**src/hw/rtl/mnph_pkg.sv**
```systemverilog
// ---------------------------------------------------------------------------
// mnph_pkg
// types, codes and sizes shared by the mono note priority handler
// ---------------------------------------------------------------------------
package mnph_pkg;

    // note table geometry
    localparam int NOTE_COUNT   = 128;
    localparam int NOTE_W       = $clog2(NOTE_COUNT);
    localparam int VEL_W        = 7;
    localparam int CHANNEL_W    = 4;
    localparam int TS_W         = 16;
    localparam int RAW_W        = 24;
    localparam int MAX_HELD     = 64;
    localparam int COUNT_W      = $clog2(MAX_HELD + 1);

    // lowest-note search: one group of lanes per cycle
    localparam int SCAN_LANES   = 16;
    localparam int GROUP_COUNT  = NOTE_COUNT / SCAN_LANES;
    localparam int GROUP_IDX_W  = $clog2(GROUP_COUNT);
    localparam int LANE_IDX_W   = $clog2(SCAN_LANES);

    typedef enum logic [1:0] {
        OP_NOTE_ON  = 2'd0,
        OP_NOTE_OFF = 2'd1,
        OP_OTHER    = 2'd2,
        OP_SET_MODE = 2'd3
    } op_t;

    typedef enum logic [1:0] {
        KIND_NOTE_OFF = 2'd0,
        KIND_NOTE_ON  = 2'd1,
        KIND_PASS     = 2'd2
    } kind_t;

    // which result the output register is loaded with
    typedef enum logic [2:0] {
        RES_PASS,
        RES_POLY,
        RES_CUR_OFF,
        RES_MONO_ON,
        RES_REL_OFF,
        RES_RETRIG,
        RES_SWEEP_OFF
    } res_sel_t;

    typedef enum logic [3:0] {
        S_IDLE,
        S_DECODE,
        S_PASS,
        S_POLY,
        S_MON_OFF,
        S_MON_ON,
        S_REL_SCAN,
        S_REL_OFF,
        S_REL_ON,
        S_SW_SCAN,
        S_SW_EMIT
    } state_t;

    typedef struct packed {
        op_t                  operation;
        logic [CHANNEL_W-1:0] channel;
        logic [NOTE_W-1:0]    note;
        logic [VEL_W-1:0]     velocity;
        logic [TS_W-1:0]      timestamp;
        logic [RAW_W-1:0]     raw_message;
        logic                 mono_request;
    } in_item_t;

    typedef struct packed {
        kind_t                kind;
        logic [CHANNEL_W-1:0] channel;
        logic [NOTE_W-1:0]    note;
        logic [VEL_W-1:0]     velocity;
        logic [TS_W-1:0]      timestamp;
        logic [RAW_W-1:0]     raw;
        logic                 last;
    } out_item_t;

    // controller to datapath
    typedef struct packed {
        logic     capture;
        logic     set_mode;
        logic     store_on;
        logic     store_off;
        logic     scan_start;
        logic     scan_step;
        logic     sweep_clear;
        logic     set_current_found;
        logic     emit;
        res_sel_t res_sel;
        logic     last;
    } ctrl_cmd_t;

    // datapath to controller
    typedef struct packed {
        op_t  op;
        logic mono_request;
        logic mono_mode;
        logic current_valid;
        logic count_zero;
        logic count_one;
        logic out_free;
        logic scan_hit;
        logic scan_end;
        logic found;
    } dp_status_t;

endpackage

```
**src/hw/rtl/mnph_if.sv**
```systemverilog
// ---------------------------------------------------------------------------
// mnph channel interfaces
// valid/ready channels for incoming midi events and emitted results
// ---------------------------------------------------------------------------
interface mnph_in_if;
    logic                            valid;
    logic                            ready;
    logic [1:0]                      operation;
    logic [mnph_pkg::CHANNEL_W-1:0]  channel;
    logic [mnph_pkg::NOTE_W-1:0]     note;
    logic [mnph_pkg::VEL_W-1:0]      velocity;
    logic [mnph_pkg::TS_W-1:0]       timestamp;
    logic [mnph_pkg::RAW_W-1:0]      raw_message;
    logic                            mono_request;

    modport source (
        output valid, operation, channel, note, velocity, timestamp, raw_message,
               mono_request,
        input  ready
    );
    modport sink (
        input  valid, operation, channel, note, velocity, timestamp, raw_message,
               mono_request,
        output ready
    );
endinterface

interface mnph_out_if;
    logic                            valid;
    logic                            ready;
    logic [1:0]                      kind;
    logic [mnph_pkg::CHANNEL_W-1:0]  out_channel;
    logic [mnph_pkg::NOTE_W-1:0]     out_note;
    logic [mnph_pkg::VEL_W-1:0]      out_velocity;
    logic [mnph_pkg::TS_W-1:0]       out_timestamp;
    logic [mnph_pkg::RAW_W-1:0]      out_raw;
    logic                            last;

    modport source (
        output valid, kind, out_channel, out_note, out_velocity, out_timestamp, out_raw,
               last,
        input  ready
    );
    modport sink (
        input  valid, kind, out_channel, out_note, out_velocity, out_timestamp, out_raw,
               last,
        output ready
    );
endinterface

```
**src/hw/rtl/mnph_ram.sv**
```systemverilog
// ---------------------------------------------------------------------------
// mnph_ram
// generic single-write, single-read ram with registered read data
// ---------------------------------------------------------------------------
module mnph_ram #(
    parameter int WIDTH = 8,
    parameter int DEPTH = 128
) (
    input  logic                     clk,
    input  logic                     we,
    input  logic [$clog2(DEPTH)-1:0] waddr,
    input  logic [WIDTH-1:0]         wdata,
    input  logic                     re,
    input  logic [$clog2(DEPTH)-1:0] raddr,
    output logic [WIDTH-1:0]         rdata
);

    logic [WIDTH-1:0] mem_reg [DEPTH];
    logic [WIDTH-1:0] rdata_reg;

    // write port
    always_ff @(posedge clk)
    begin
        if (we)
        begin
            mem_reg[waddr] <= wdata;
        end
    end

    // registered read port
    always_ff @(posedge clk)
    begin
        if (re)
        begin
            rdata_reg <= mem_reg[raddr];
        end
    end

    assign rdata = rdata_reg;

endmodule

```
**src/hw/rtl/mnph_datapath.sv**
```systemverilog
// ---------------------------------------------------------------------------
// mnph_datapath
// held-note table, current note, mode, lowest-note search and result register
// ---------------------------------------------------------------------------
module mnph_datapath (
    input  logic                 clk,
    input  logic                 rst_n,
    input  mnph_pkg::in_item_t   in_item,
    input  mnph_pkg::ctrl_cmd_t  cmd,
    input  logic                 out_ready,
    output mnph_pkg::dp_status_t status,
    output mnph_pkg::out_item_t  out_item,
    output logic                 out_valid
);

    mnph_pkg::in_item_t                    item_reg;
    logic [mnph_pkg::NOTE_COUNT-1:0]       held_reg, held_next;
    logic [mnph_pkg::COUNT_W-1:0]          count_reg, count_next;
    logic [mnph_pkg::NOTE_W-1:0]           cur_note_reg, cur_note_next;
    logic                                  cur_valid_reg, cur_valid_next;
    logic                                  mono_reg, mono_next;
    logic [mnph_pkg::GROUP_IDX_W-1:0]      group_reg, group_next;
    logic                                  found_reg, found_next;
    logic [mnph_pkg::NOTE_W-1:0]           found_note_reg, found_note_next;
    logic                                  out_valid_reg;
    mnph_pkg::out_item_t                   out_item_reg;
    mnph_pkg::out_item_t                   res;

    logic [mnph_pkg::SCAN_LANES-1:0]       group_bits;
    logic                                  lane_hit;
    logic [mnph_pkg::LANE_IDX_W-1:0]       lane_idx;
    logic [mnph_pkg::NOTE_W-1:0]           scan_note;
    logic                                  scan_end;
    logic                                  note_held;
    logic                                  table_room;
    logic                                  ram_we;
    logic [mnph_pkg::VEL_W-1:0]            ram_rdata;
    logic                                  out_free;

    // input item capture
    always_ff @(posedge clk)
    begin
        if (cmd.capture)
        begin
            item_reg <= in_item;
        end
    end

    // lowest held note within the current group of lanes
    assign group_bits = held_reg[{group_reg, mnph_pkg::LANE_IDX_W'(0)} +: mnph_pkg::SCAN_LANES];

    always_comb
    begin
        lane_hit = 1'b0;
        lane_idx = '0;
        for (int i = mnph_pkg::SCAN_LANES - 1; i >= 0; i--)
        begin
            if (group_bits[i])
            begin
                lane_hit = 1'b1;
                lane_idx = mnph_pkg::LANE_IDX_W'(i);
            end
        end
    end

    assign scan_note = {group_reg, lane_idx};
    assign scan_end  = (group_reg == mnph_pkg::GROUP_IDX_W'(mnph_pkg::GROUP_COUNT - 1));

    // search cursor and found note
    always_comb
    begin
        group_next      = group_reg;
        found_next      = found_reg;
        found_note_next = found_note_reg;
        if (cmd.scan_start)
        begin
            group_next = '0;
            found_next = 1'b0;
        end
        else if (cmd.scan_step)
        begin
            if (lane_hit)
            begin
                found_next      = 1'b1;
                found_note_next = scan_note;
            end
            else if (!scan_end)
            begin
                group_next = group_reg + mnph_pkg::GROUP_IDX_W'(1);
            end
        end
    end

    // held-note table and sounding-note updates
    assign note_held  = held_reg[item_reg.note];
    assign table_room = (count_reg < mnph_pkg::COUNT_W'(mnph_pkg::MAX_HELD));
    assign ram_we     = cmd.store_on && (item_reg.velocity != '0) && (note_held || table_room);

    always_comb
    begin
        held_next      = held_reg;
        count_next     = count_reg;
        cur_note_next  = cur_note_reg;
        cur_valid_next = cur_valid_reg;
        mono_next      = mono_reg;
        if (cmd.store_on)
        begin
            cur_note_next  = item_reg.note;
            cur_valid_next = 1'b1;
            if (item_reg.velocity == '0)
            begin
                if (note_held)
                begin
                    held_next[item_reg.note] = 1'b0;
                    count_next = count_reg - mnph_pkg::COUNT_W'(1);
                end
            end
            else if (!note_held && table_room)
            begin
                held_next[item_reg.note] = 1'b1;
                count_next = count_reg + mnph_pkg::COUNT_W'(1);
            end
        end
        if (cmd.store_off)
        begin
            cur_valid_next = 1'b0;
            if (note_held)
            begin
                held_next[item_reg.note] = 1'b0;
                count_next = count_reg - mnph_pkg::COUNT_W'(1);
            end
        end
        if (cmd.sweep_clear)
        begin
            held_next[found_note_reg] = 1'b0;
            count_next = count_reg - mnph_pkg::COUNT_W'(1);
        end
        if (cmd.set_mode)
        begin
            mono_next = item_reg.mono_request;
            if (item_reg.mono_request)
            begin
                cur_valid_next = 1'b0;
                cur_note_next  = '0;
            end
        end
        if (cmd.set_current_found)
        begin
            cur_note_next  = found_note_reg;
            cur_valid_next = 1'b1;
        end
    end

    always_ff @(posedge clk or negedge rst_n)
    begin
        if (!rst_n)
        begin
            held_reg      <= '0;
            count_reg     <= '0;
            cur_note_reg  <= '0;
            cur_valid_reg <= 1'b0;
            mono_reg      <= 1'b0;
            group_reg     <= '0;
            found_reg     <= 1'b0;
        end
        else
        begin
            held_reg      <= held_next;
            count_reg     <= count_next;
            cur_note_reg  <= cur_note_next;
            cur_valid_reg <= cur_valid_next;
            mono_reg      <= mono_next;
            group_reg     <= group_next;
            found_reg     <= found_next;
        end
    end

    always_ff @(posedge clk)
    begin
        found_note_reg <= found_note_next;
    end

    // velocity store, written for held notes and read at the search position
    mnph_ram #(
        .WIDTH (mnph_pkg::VEL_W),
        .DEPTH (mnph_pkg::NOTE_COUNT)
    ) u_vel_ram (
        .clk   (clk),
        .we    (ram_we),
        .waddr (item_reg.note),
        .wdata (item_reg.velocity),
        .re    (cmd.scan_step),
        .raddr (scan_note),
        .rdata (ram_rdata)
    );

    // result selection
    always_comb
    begin
        res           = '0;
        res.kind      = mnph_pkg::KIND_NOTE_OFF;
        res.timestamp = item_reg.timestamp;
        res.last      = cmd.last;
        case (cmd.res_sel)
            mnph_pkg::RES_PASS:
            begin
                res.kind    = mnph_pkg::KIND_PASS;
                res.channel = item_reg.channel;
                res.raw     = item_reg.raw_message;
            end
            mnph_pkg::RES_POLY:
            begin
                res.kind     = (item_reg.operation == mnph_pkg::OP_NOTE_ON) ?
                               mnph_pkg::KIND_NOTE_ON : mnph_pkg::KIND_NOTE_OFF;
                res.channel  = item_reg.channel;
                res.note     = item_reg.note;
                res.velocity = item_reg.velocity;
            end
            mnph_pkg::RES_CUR_OFF:
            begin
                res.note = cur_note_reg;
            end
            mnph_pkg::RES_MONO_ON:
            begin
                res.kind     = mnph_pkg::KIND_NOTE_ON;
                res.note     = item_reg.note;
                res.velocity = item_reg.velocity;
            end
            mnph_pkg::RES_REL_OFF:
            begin
                res.note = item_reg.note;
            end
            mnph_pkg::RES_RETRIG:
            begin
                res.kind     = mnph_pkg::KIND_NOTE_ON;
                res.note     = found_note_reg;
                res.velocity = ram_rdata;
            end
            mnph_pkg::RES_SWEEP_OFF:
            begin
                res.note      = found_note_reg;
                res.timestamp = '0;
            end
            default:
            begin
                res.note = item_reg.note;
            end
        endcase
    end

    // output register: the next result loads as the current one leaves
    assign out_free = !out_valid_reg || out_ready;

    always_ff @(posedge clk or negedge rst_n)
    begin
        if (!rst_n)
        begin
            out_valid_reg <= 1'b0;
        end
        else if (cmd.emit)
        begin
            out_valid_reg <= 1'b1;
        end
        else if (out_ready)
        begin
            out_valid_reg <= 1'b0;
        end
    end

    always_ff @(posedge clk)
    begin
        if (cmd.emit)
        begin
            out_item_reg <= res;
        end
    end

    assign out_item  = out_item_reg;
    assign out_valid = out_valid_reg;

    // status back to the controller
    assign status.op            = item_reg.operation;
    assign status.mono_request  = item_reg.mono_request;
    assign status.mono_mode     = mono_reg;
    assign status.current_valid = cur_valid_reg;
    assign status.count_zero    = (count_reg == '0);
    assign status.count_one     = (count_reg == mnph_pkg::COUNT_W'(1));
    assign status.out_free      = out_free;
    assign status.scan_hit      = lane_hit;
    assign status.scan_end      = scan_end;
    assign status.found         = found_reg;

endmodule

```
**src/hw/rtl/mnph_ctrl.sv**
```systemverilog
// ---------------------------------------------------------------------------
// mnph_ctrl
// event sequencer: decodes each event and steps the datapath through its results
// ---------------------------------------------------------------------------
module mnph_ctrl (
    input  logic                 clk,
    input  logic                 rst_n,
    input  logic                 in_valid,
    input  mnph_pkg::dp_status_t status,
    output logic                 in_ready,
    output mnph_pkg::ctrl_cmd_t  cmd
);

    mnph_pkg::state_t state_reg, state_next;

    always_ff @(posedge clk or negedge rst_n)
    begin
        if (!rst_n)
        begin
            state_reg <= mnph_pkg::S_IDLE;
        end
        else
        begin
            state_reg <= state_next;
        end
    end

    // next state
    always_comb
    begin
        state_next = state_reg;
        unique case (state_reg) inside
            mnph_pkg::S_IDLE:
            begin
                if (in_valid)
                begin
                    state_next = mnph_pkg::S_DECODE;
                end
            end
            mnph_pkg::S_DECODE:
            begin
                unique case (status.op) inside
                    mnph_pkg::OP_SET_MODE:
                    begin
                        if (status.mono_request && !status.mono_mode && !status.count_zero)
                        begin
                            state_next = mnph_pkg::S_SW_SCAN;
                        end
                        else
                        begin
                            state_next = mnph_pkg::S_IDLE;
                        end
                    end
                    mnph_pkg::OP_OTHER:
                    begin
                        state_next = mnph_pkg::S_PASS;
                    end
                    mnph_pkg::OP_NOTE_ON, mnph_pkg::OP_NOTE_OFF:
                    begin
                        if (!status.mono_mode)
                        begin
                            state_next = mnph_pkg::S_POLY;
                        end
                        else if (status.op == mnph_pkg::OP_NOTE_ON)
                        begin
                            state_next = status.current_valid ? mnph_pkg::S_MON_OFF :
                                                                mnph_pkg::S_MON_ON;
                        end
                        else
                        begin
                            state_next = mnph_pkg::S_REL_SCAN;
                        end
                    end
                    default:
                    begin
                        state_next = mnph_pkg::S_IDLE;
                    end
                endcase
            end
            mnph_pkg::S_PASS, mnph_pkg::S_POLY, mnph_pkg::S_MON_ON, mnph_pkg::S_REL_ON:
            begin
                if (status.out_free)
                begin
                    state_next = mnph_pkg::S_IDLE;
                end
            end
            mnph_pkg::S_MON_OFF:
            begin
                if (status.out_free)
                begin
                    state_next = mnph_pkg::S_MON_ON;
                end
            end
            mnph_pkg::S_REL_SCAN:
            begin
                if (status.scan_hit || status.scan_end)
                begin
                    state_next = mnph_pkg::S_REL_OFF;
                end
            end
            mnph_pkg::S_REL_OFF:
            begin
                if (status.out_free)
                begin
                    state_next = status.found ? mnph_pkg::S_REL_ON : mnph_pkg::S_IDLE;
                end
            end
            mnph_pkg::S_SW_SCAN:
            begin
                if (status.scan_hit)
                begin
                    state_next = mnph_pkg::S_SW_EMIT;
                end
                else if (status.scan_end)
                begin
                    state_next = mnph_pkg::S_IDLE;
                end
            end
            mnph_pkg::S_SW_EMIT:
            begin
                if (status.out_free)
                begin
                    state_next = status.count_one ? mnph_pkg::S_IDLE : mnph_pkg::S_SW_SCAN;
                end
            end
            default:
            begin
                state_next = mnph_pkg::S_IDLE;
            end
        endcase
    end

    // commands
    always_comb
    begin
        in_ready    = 1'b0;
        cmd         = '0;
        cmd.res_sel = mnph_pkg::RES_PASS;
        unique case (state_reg) inside
            mnph_pkg::S_IDLE:
            begin
                in_ready    = 1'b1;
                cmd.capture = in_valid;
            end
            mnph_pkg::S_DECODE:
            begin
                if (status.op == mnph_pkg::OP_SET_MODE)
                begin
                    cmd.set_mode   = (status.mono_request != status.mono_mode);
                    cmd.scan_start = status.mono_request && !status.mono_mode;
                end
                else if (status.mono_mode && (status.op == mnph_pkg::OP_NOTE_OFF))
                begin
                    cmd.store_off  = 1'b1;
                    cmd.scan_start = 1'b1;
                end
            end
            mnph_pkg::S_PASS:
            begin
                cmd.emit    = status.out_free;
                cmd.res_sel = mnph_pkg::RES_PASS;
                cmd.last    = 1'b1;
            end
            mnph_pkg::S_POLY:
            begin
                cmd.emit      = status.out_free;
                cmd.res_sel   = mnph_pkg::RES_POLY;
                cmd.last      = 1'b1;
                cmd.store_on  = status.out_free && (status.op == mnph_pkg::OP_NOTE_ON);
                cmd.store_off = status.out_free && (status.op == mnph_pkg::OP_NOTE_OFF);
            end
            mnph_pkg::S_MON_OFF:
            begin
                cmd.emit    = status.out_free;
                cmd.res_sel = mnph_pkg::RES_CUR_OFF;
            end
            mnph_pkg::S_MON_ON:
            begin
                cmd.emit     = status.out_free;
                cmd.res_sel  = mnph_pkg::RES_MONO_ON;
                cmd.last     = 1'b1;
                cmd.store_on = status.out_free;
            end
            mnph_pkg::S_REL_SCAN, mnph_pkg::S_SW_SCAN:
            begin
                cmd.scan_step = 1'b1;
            end
            mnph_pkg::S_REL_OFF:
            begin
                cmd.emit    = status.out_free;
                cmd.res_sel = mnph_pkg::RES_REL_OFF;
                cmd.last    = !status.found;
            end
            mnph_pkg::S_REL_ON:
            begin
                cmd.emit              = status.out_free;
                cmd.res_sel           = mnph_pkg::RES_RETRIG;
                cmd.last              = 1'b1;
                cmd.set_current_found = status.out_free;
            end
            mnph_pkg::S_SW_EMIT:
            begin
                cmd.emit        = status.out_free;
                cmd.res_sel     = mnph_pkg::RES_SWEEP_OFF;
                cmd.last        = status.count_one;
                cmd.sweep_clear = status.out_free;
            end
            default:
            begin
                in_ready = 1'b0;
            end
        endcase
    end

endmodule

```
**src/hw/rtl/mono_note_priority_handler_unit.sv**
```systemverilog
// ---------------------------------------------------------------------------
// mono_note_priority_handler_unit
// lowest-note-priority mono handler for midi events, with poly passthrough
// midi (sink): one event per transfer; ready is high only while the sequencer idles,
//   so events are taken one at a time, and the next one is taken while a result waits
// result (source): one transfer per emitted event, last marks an event's final result
// other events and poly notes give one result; mono note-on: an off for the sounding
//   note, if any, then the on; mono note-off: the lowest-note search (one 16-note
//   group of the held table per cycle), the off, then the retrigger if a note is found
// switch to mono: one search and one note-off per held note, ascending note order
// receiver stall: the single output register holds its result and the sequencer
//   waits in place; nothing is dropped
// reset: held table, mode (poly) and sounding note clear at once, no sweep
// ---------------------------------------------------------------------------
module mono_note_priority_handler_unit (
    input  logic    clk,
    input  logic    rst_n,
    mnph_in_if.sink  midi,
    mnph_out_if.source result
);

    mnph_pkg::in_item_t   in_item;
    mnph_pkg::out_item_t  out_item;
    mnph_pkg::ctrl_cmd_t  cmd;
    mnph_pkg::dp_status_t status;
    logic                 in_ready;
    logic                 out_valid;

    // pack the incoming event
    assign in_item.operation    = mnph_pkg::op_t'(midi.operation);
    assign in_item.channel      = midi.channel;
    assign in_item.note         = midi.note;
    assign in_item.velocity     = midi.velocity;
    assign in_item.timestamp    = midi.timestamp;
    assign in_item.raw_message  = midi.raw_message;
    assign in_item.mono_request = midi.mono_request;
    assign midi.ready           = in_ready;

    mnph_ctrl u_ctrl (
        .clk      (clk),
        .rst_n    (rst_n),
        .in_valid (midi.valid),
        .status   (status),
        .in_ready (in_ready),
        .cmd      (cmd)
    );

    mnph_datapath u_datapath (
        .clk       (clk),
        .rst_n     (rst_n),
        .in_item   (in_item),
        .cmd       (cmd),
        .out_ready (result.ready),
        .status    (status),
        .out_item  (out_item),
        .out_valid (out_valid)
    );

    // unpack the result
    assign result.valid         = out_valid;
    assign result.kind          = out_item.kind;
    assign result.out_channel   = out_item.channel;
    assign result.out_note      = out_item.note;
    assign result.out_velocity  = out_item.velocity;
    assign result.out_timestamp = out_item.timestamp;
    assign result.out_raw       = out_item.raw;
    assign result.last          = out_item.last;

endmodule

```
**src/flat_wrapper.sv**
```systemverilog
// flat-port wrapper written by rule: the top's interface ports become plain ports
module mono_note_priority_handler_unit_flat 
  (clk, rst_n, midi_valid, midi_operation, midi_channel, midi_note, midi_velocity, midi_timestamp, midi_raw_message, midi_mono_request, midi_ready, result_valid, result_kind, result_out_channel, result_out_note, result_out_velocity, result_out_timestamp, result_out_raw, result_last, result_ready);
  mnph_in_if midi_i ();
  mnph_out_if result_i ();
  input  logic clk;
  input  logic rst_n;
  input wire logic [$bits(midi_i.valid)-1:0] midi_valid;
  input wire logic [$bits(midi_i.operation)-1:0] midi_operation;
  input wire logic [$bits(midi_i.channel)-1:0] midi_channel;
  input wire logic [$bits(midi_i.note)-1:0] midi_note;
  input wire logic [$bits(midi_i.velocity)-1:0] midi_velocity;
  input wire logic [$bits(midi_i.timestamp)-1:0] midi_timestamp;
  input wire logic [$bits(midi_i.raw_message)-1:0] midi_raw_message;
  input wire logic [$bits(midi_i.mono_request)-1:0] midi_mono_request;
  output wire logic [$bits(midi_i.ready)-1:0] midi_ready;
  output wire logic [$bits(result_i.valid)-1:0] result_valid;
  output wire logic [$bits(result_i.kind)-1:0] result_kind;
  output wire logic [$bits(result_i.out_channel)-1:0] result_out_channel;
  output wire logic [$bits(result_i.out_note)-1:0] result_out_note;
  output wire logic [$bits(result_i.out_velocity)-1:0] result_out_velocity;
  output wire logic [$bits(result_i.out_timestamp)-1:0] result_out_timestamp;
  output wire logic [$bits(result_i.out_raw)-1:0] result_out_raw;
  output wire logic [$bits(result_i.last)-1:0] result_last;
  input wire logic [$bits(result_i.ready)-1:0] result_ready;
  assign midi_i.valid = midi_valid;
  assign midi_i.operation = midi_operation;
  assign midi_i.channel = midi_channel;
  assign midi_i.note = midi_note;
  assign midi_i.velocity = midi_velocity;
  assign midi_i.timestamp = midi_timestamp;
  assign midi_i.raw_message = midi_raw_message;
  assign midi_i.mono_request = midi_mono_request;
  assign midi_ready = midi_i.ready;
  assign result_valid = result_i.valid;
  assign result_kind = result_i.kind;
  assign result_out_channel = result_i.out_channel;
  assign result_out_note = result_i.out_note;
  assign result_out_velocity = result_i.out_velocity;
  assign result_out_timestamp = result_i.out_timestamp;
  assign result_out_raw = result_i.out_raw;
  assign result_last = result_i.last;
  assign result_i.ready = result_ready;
  mono_note_priority_handler_unit u_core (.clk(clk), .rst_n(rst_n), .midi(midi_i), .result(result_i));
endmodule
```
**config.mk**
```make
export PLATFORM = sky130hd
export DESIGN_NAME = mono_note_priority_handler_unit_flat
export DESIGN_NICKNAME = d
export VERILOG_FILES = /design/src/hw/rtl/mnph_pkg.sv /design/src/hw/rtl/mnph_if.sv /design/src/hw/rtl/mnph_ram.sv /design/src/hw/rtl/mnph_datapath.sv /design/src/hw/rtl/mnph_ctrl.sv /design/src/hw/rtl/mono_note_priority_handler_unit.sv /design/src/flat_wrapper.sv
export SDC_FILE = /design/constraint.sdc
export NUM_CORES = 2
export LEC_CHECK = 0
export ABC_AREA = 1
export BUFFER_PORTS_ARGS = -buffer_cell sky130_fd_sc_hd__buf_2
export CAP_MARGIN = 25
export CELL_PAD_IN_SITES_DETAIL_PLACEMENT = 0
export CELL_PAD_IN_SITES_GLOBAL_PLACEMENT = 1
export CORE_MARGIN = 2
export CORE_UTILIZATION = 30
export CTS_CLUSTER_SIZE = 30
export DETAILED_ROUTE_END_ITERATION = 8
export GPL_TIMING_DRIVEN = 1
export PLACE_DENSITY = 0.62
export SETUP_SLACK_MARGIN = 0.02
export SYNTH_ARGS = -nofsm -noshare
export SYNTH_HDL_FRONTEND = slang
export SYNTH_HIERARCHICAL = 1
export SYNTH_SLANG_ARGS = --single-unit
export TNS_END_PERCENT = 30
```
**constraint.sdc**
```tcl
create_clock -name clk -period 12 [get_ports clk]
set_input_delay 2.4 -clock clk [delete_from_list [all_inputs] [get_ports clk]]
set_output_delay 2.4 -clock clk [all_outputs]
set_load 0.02 [all_outputs]
```
==> impl_metrics.yaml <==
cts:
  tritoncts: "yes"
  clkSlewWorstSetupHoldPaths_ps: 60
  tritoncts.num_buffers: 130
  post_cts_resized: 0
  clock_tree.buffer_depth: 3
  clock_latency_ps: 800
  cts.sink_count: 1185
  cts_hold_buffers: 0
  htree_levels: 4
  clk_root_buffer_cell: "sky130_fd_sc_hd__clkbuf_16"
  buffers_inserted_by_post_cts_timing_repair: 0
layout:
  multi_input_area_um2: 17700
  area_growth_syn_to_layout_pct: 11.8
  largest_reg_flops: 896
  seqCellArea_um2: 34800
  final_common_cell: "sky130_fd_sc_hd__nand2_1"
  fillerInstances: 19100
  finalInstanceArea_um2: 63100
  mostFrequentLayoutCells: "sky130_fd_sc_hd__nand2_1, sky130_fd_sc_hd__edfxtp_1, sky130_fd_sc_hd__nand3_1"
  nNetsFinal: 6083
  drive_above_1_share: 0.0750
grt:
  grt_pass1_wl_um: 282000
  global_route.peak_usage_layer: "met2"
  track_usage: 0.194
  grt_max_degree: 197
  gr-usage-met3: 0.0306
  met2_usage: 0.308
  first_global_vias: 41600
  grtUsageMet1: 0.274
  antenna_found_initial: 3
  globalRouteOverflowTotal: 0
timing:
  fin_crit_ps: 6580
  max_slew_margin: 0.246
  fin_crit_sh: 0.549
  finalHoldViolations: 0
  achievable-frequency_ghz: 0.152
  rsz0062_at_grt: "no"
  finClkSkew_ps: 52.9
  fin_tns_setup_ps: 0
  finalMaxSlewViolations: 0
  worst_pin_slew_ps: 1130
  finalSetupViolations: 0
worst_setup_path:
  setup.worst_path.end_class: "register"
  worstReg2RegStart: "u_core/u_datapath/group_reg[0]"
  cp.arrival_ps: 7230
  crit_path_frequent_cell: "sky130_fd_sc_hd__nand2_1"
  timing_worst_setup_path_type: "reg -> reg"
  worst-r2r-cell-count: 35
  slowest_cell_on_crit_path: "sky130_fd_sc_hd__buf_4"
  cp-startpoint: "u_core/u_datapath/group_reg[0]"
  crit_path_max_fanout: 175
  worstPathRequired_ps: 12650
  crit_path_start_kind: "register"
  critical-path-max-stage-delay_ps: 830
  worstReg2RegEnd: "u_core/u_datapath/u_vel_ram/rdata[6]"
  setup.reg_to_reg.worst_slack_ps: 5420
drt:
  drt_iter0_drc: 4101
  final_antenna_net_count: 0
  detail_route.first_pass.iterations: 8
  viasPerCell: 5.06
  wl_per_cell_um: 22.1
  drc: 1
  route.vias.total: 43500
  drt-total-wl_um: 190000
floorplan:
  start_util: 0.301
  core_area_um2: 187000
  io_pins: 128
  design.die.area_um2: 191000
  chipWidth_um: 438
  die_h_um: 438
  num_rows: 159
run_status:
  status: "finished, violations left"
  violated_checks: "design-rule violations"
yosys:
  synth_enable_flop_cells: 1032
  ys_ff_latch: 1185
  synth.cell_area_um2: 56400
  synth_area_per_cell_um2: 9.35
  yosysSeqAreaShare: 0.617
  async_flop_share: 0.129
  synth_flop_cell: "sky130_fd_sc_hd__edfxtp_1"
  synthesis.yosys.warnings: 6
  synth.net_count: 6104
  syn_inst: 6032
  synth_cell_types: 45
worst_hold_path:
  holdCritPathClass: "reg -> reg"
  timing.hold.worst.start: "u_core/u_datapath/item_reg[4]"
  worstHoldPathCells: 2
  worst_hold_path.endpoint: "u_core/u_datapath/out_item[4]"
power_and_ir_drop:
  power_uw: 17700
  power.density_nw_per_um2: 281
  worst_ir_drop_vdd_mv: 0.437
  p_leak_uw: 0.0237
placed_design:
  dpl_cell_area_um2: 58900
  finalWeightedCongestion: 0.841
  buffer_ports.inserted: 127
  dp.final_hpwl_um: 112000
job:
  max-cap-violations: 0
[power by group]
| group | internal, uW | switching, uW | total (uW) |
|---|---|---|---|
| Clock | 2200 | 1720 | 3920 |
| Sequential | 5210 | 343 | 5550 |
| Combinational | 2190 | 6070 | 8270 |
| Total | 9600 | 8140 | 17700 |
[kinds of logic (layout without fill, tap and decap cells)]
logic type | Yosys count | count (layout) | synth area share
AND/OR/NAND/NOR | 3361 | 3361 | 0.249
flip-flops | 1185 | 1185 | 0.617
buffers and inverters | 862 | 940 | 0.0710
AO/OA/AOI/OAI | 611 | 611 | 0.0602
adder cells (fa/ha/maj) | 7 | 7 | 0.00155
XOR/XNOR | 5 | 5 | 0.000777
multiplexers | 1 | 1 | 0.000178
other | 0 | 2 | 0
[cells in the mapped netlist (3+ instances only)]
cell type / count / area [um2]
sky130_fd_sc_hd__a22oi_1: 72 / 541
sky130_fd_sc_hd__nor2_4: 3 / 33.8
sky130_fd_sc_hd__nand3_1: 1011 / 5060
sky130_fd_sc_hd__o221ai_1: 7 / 61.3
sky130_fd_sc_hd__nand4_1: 6 / 37.5
sky130_fd_sc_hd__edfxtp_1: 1032 / 31000
sky130_fd_sc_hd__o21ai_0: 301 / 1510
sky130_fd_sc_hd__ha_1: 7 / 87.6
sky130_fd_sc_hd__o21a_1: 3 / 22.5
sky130_fd_sc_hd__o211ai_1: 27 / 203
sky130_fd_sc_hd__nor4_1: 10 / 62.6
sky130_fd_sc_hd__o21ai_1: 66 / 330
sky130_fd_sc_hd__buf_4: 46 / 345
sky130_fd_sc_hd__a31oi_1: 5 / 31.3
sky130_fd_sc_hd__inv_1: 478 / 1790
sky130_fd_sc_hd__buf_6: 58 / 653
sky130_fd_sc_hd__inv_2: 10 / 37.5
sky130_fd_sc_hd__nor2_2: 10 / 62.6
sky130_fd_sc_hd__nand2_2: 5 / 31.3
sky130_fd_sc_hd__buf_1: 28 / 105
sky130_fd_sc_hd__clkinv_1: 7 / 26.3
sky130_fd_sc_hd__buf_2: 103 / 515
sky130_fd_sc_hd__nand2_1: 1814 / 6810
sky130_fd_sc_hd__o22ai_1: 12 / 75.1
sky130_fd_sc_hd__a21oi_1: 108 / 541
sky130_fd_sc_hd__clkbuf_1: 128 / 480
sky130_fd_sc_hd__nor3_1: 19 / 95.1
sky130_fd_sc_hd__dfrtp_1: 153 / 3830
sky130_fd_sc_hd__xor2_1: 5 / 43.8
sky130_fd_sc_hd__nor2_1: 478 / 1790
[critical path: cells and delay by family, from the launching register on]
kind | cells | cell delay, ps
compound gates | 1 | 120
buf+inv | 6 | 2760
flops | 1 | 740
simple gates | 28 | 2510
[layer usage]
layer / part of all wire / routed length [um]
met1: 0.45 / 85500
met2: 0.46 / 87700
met5: 0 / 0
met3: 0.066 / 12500
met4: 0.022 / 4190
[how the worst max path moves through the flow]
stage                                                  end  depth (start not counted)
2_1_floorplan                u_core/u_datapath/out_item[0]                          5
3_3_place_gp    u_core/u_datapath/u_vel_ram/mem_reg[30][2]                         11
3_5_place_dp   u_core/u_datapath/u_vel_ram/mem_reg[126][3]                         11
4_1_cts               u_core/u_datapath/u_vel_ram/rdata[6]                         35
5_1_grt               u_core/u_datapath/u_vel_ram/rdata[6]                         35
6_report              u_core/u_datapath/u_vel_ram/rdata[6]                         35
[stage by stage]
stage                      util  instances  setup slack (ps)  hold WS, ps
final                     0.337       8607              5420          544
after global routing      0.337       8607              4800          571
after CTS                 0.337       8605              5430          538
after detailed placement  0.315       8374              5290          530
after global placement    0.315       8372              5360          520
after floorplan               -       6032              5560          468
[layout make-up]
type	instances	share of cell area
inverters	497	0.0300
flip-flops and latches	1185	0.552
repair buffers	212	0.0220
diodes	2	0.0000794
clock inverters	60	0.00954
multi-input cells	3985	0.281
clock buffers	171	0.0558
well taps	2495	0.0495
Power figures use the tool's default switching activity.
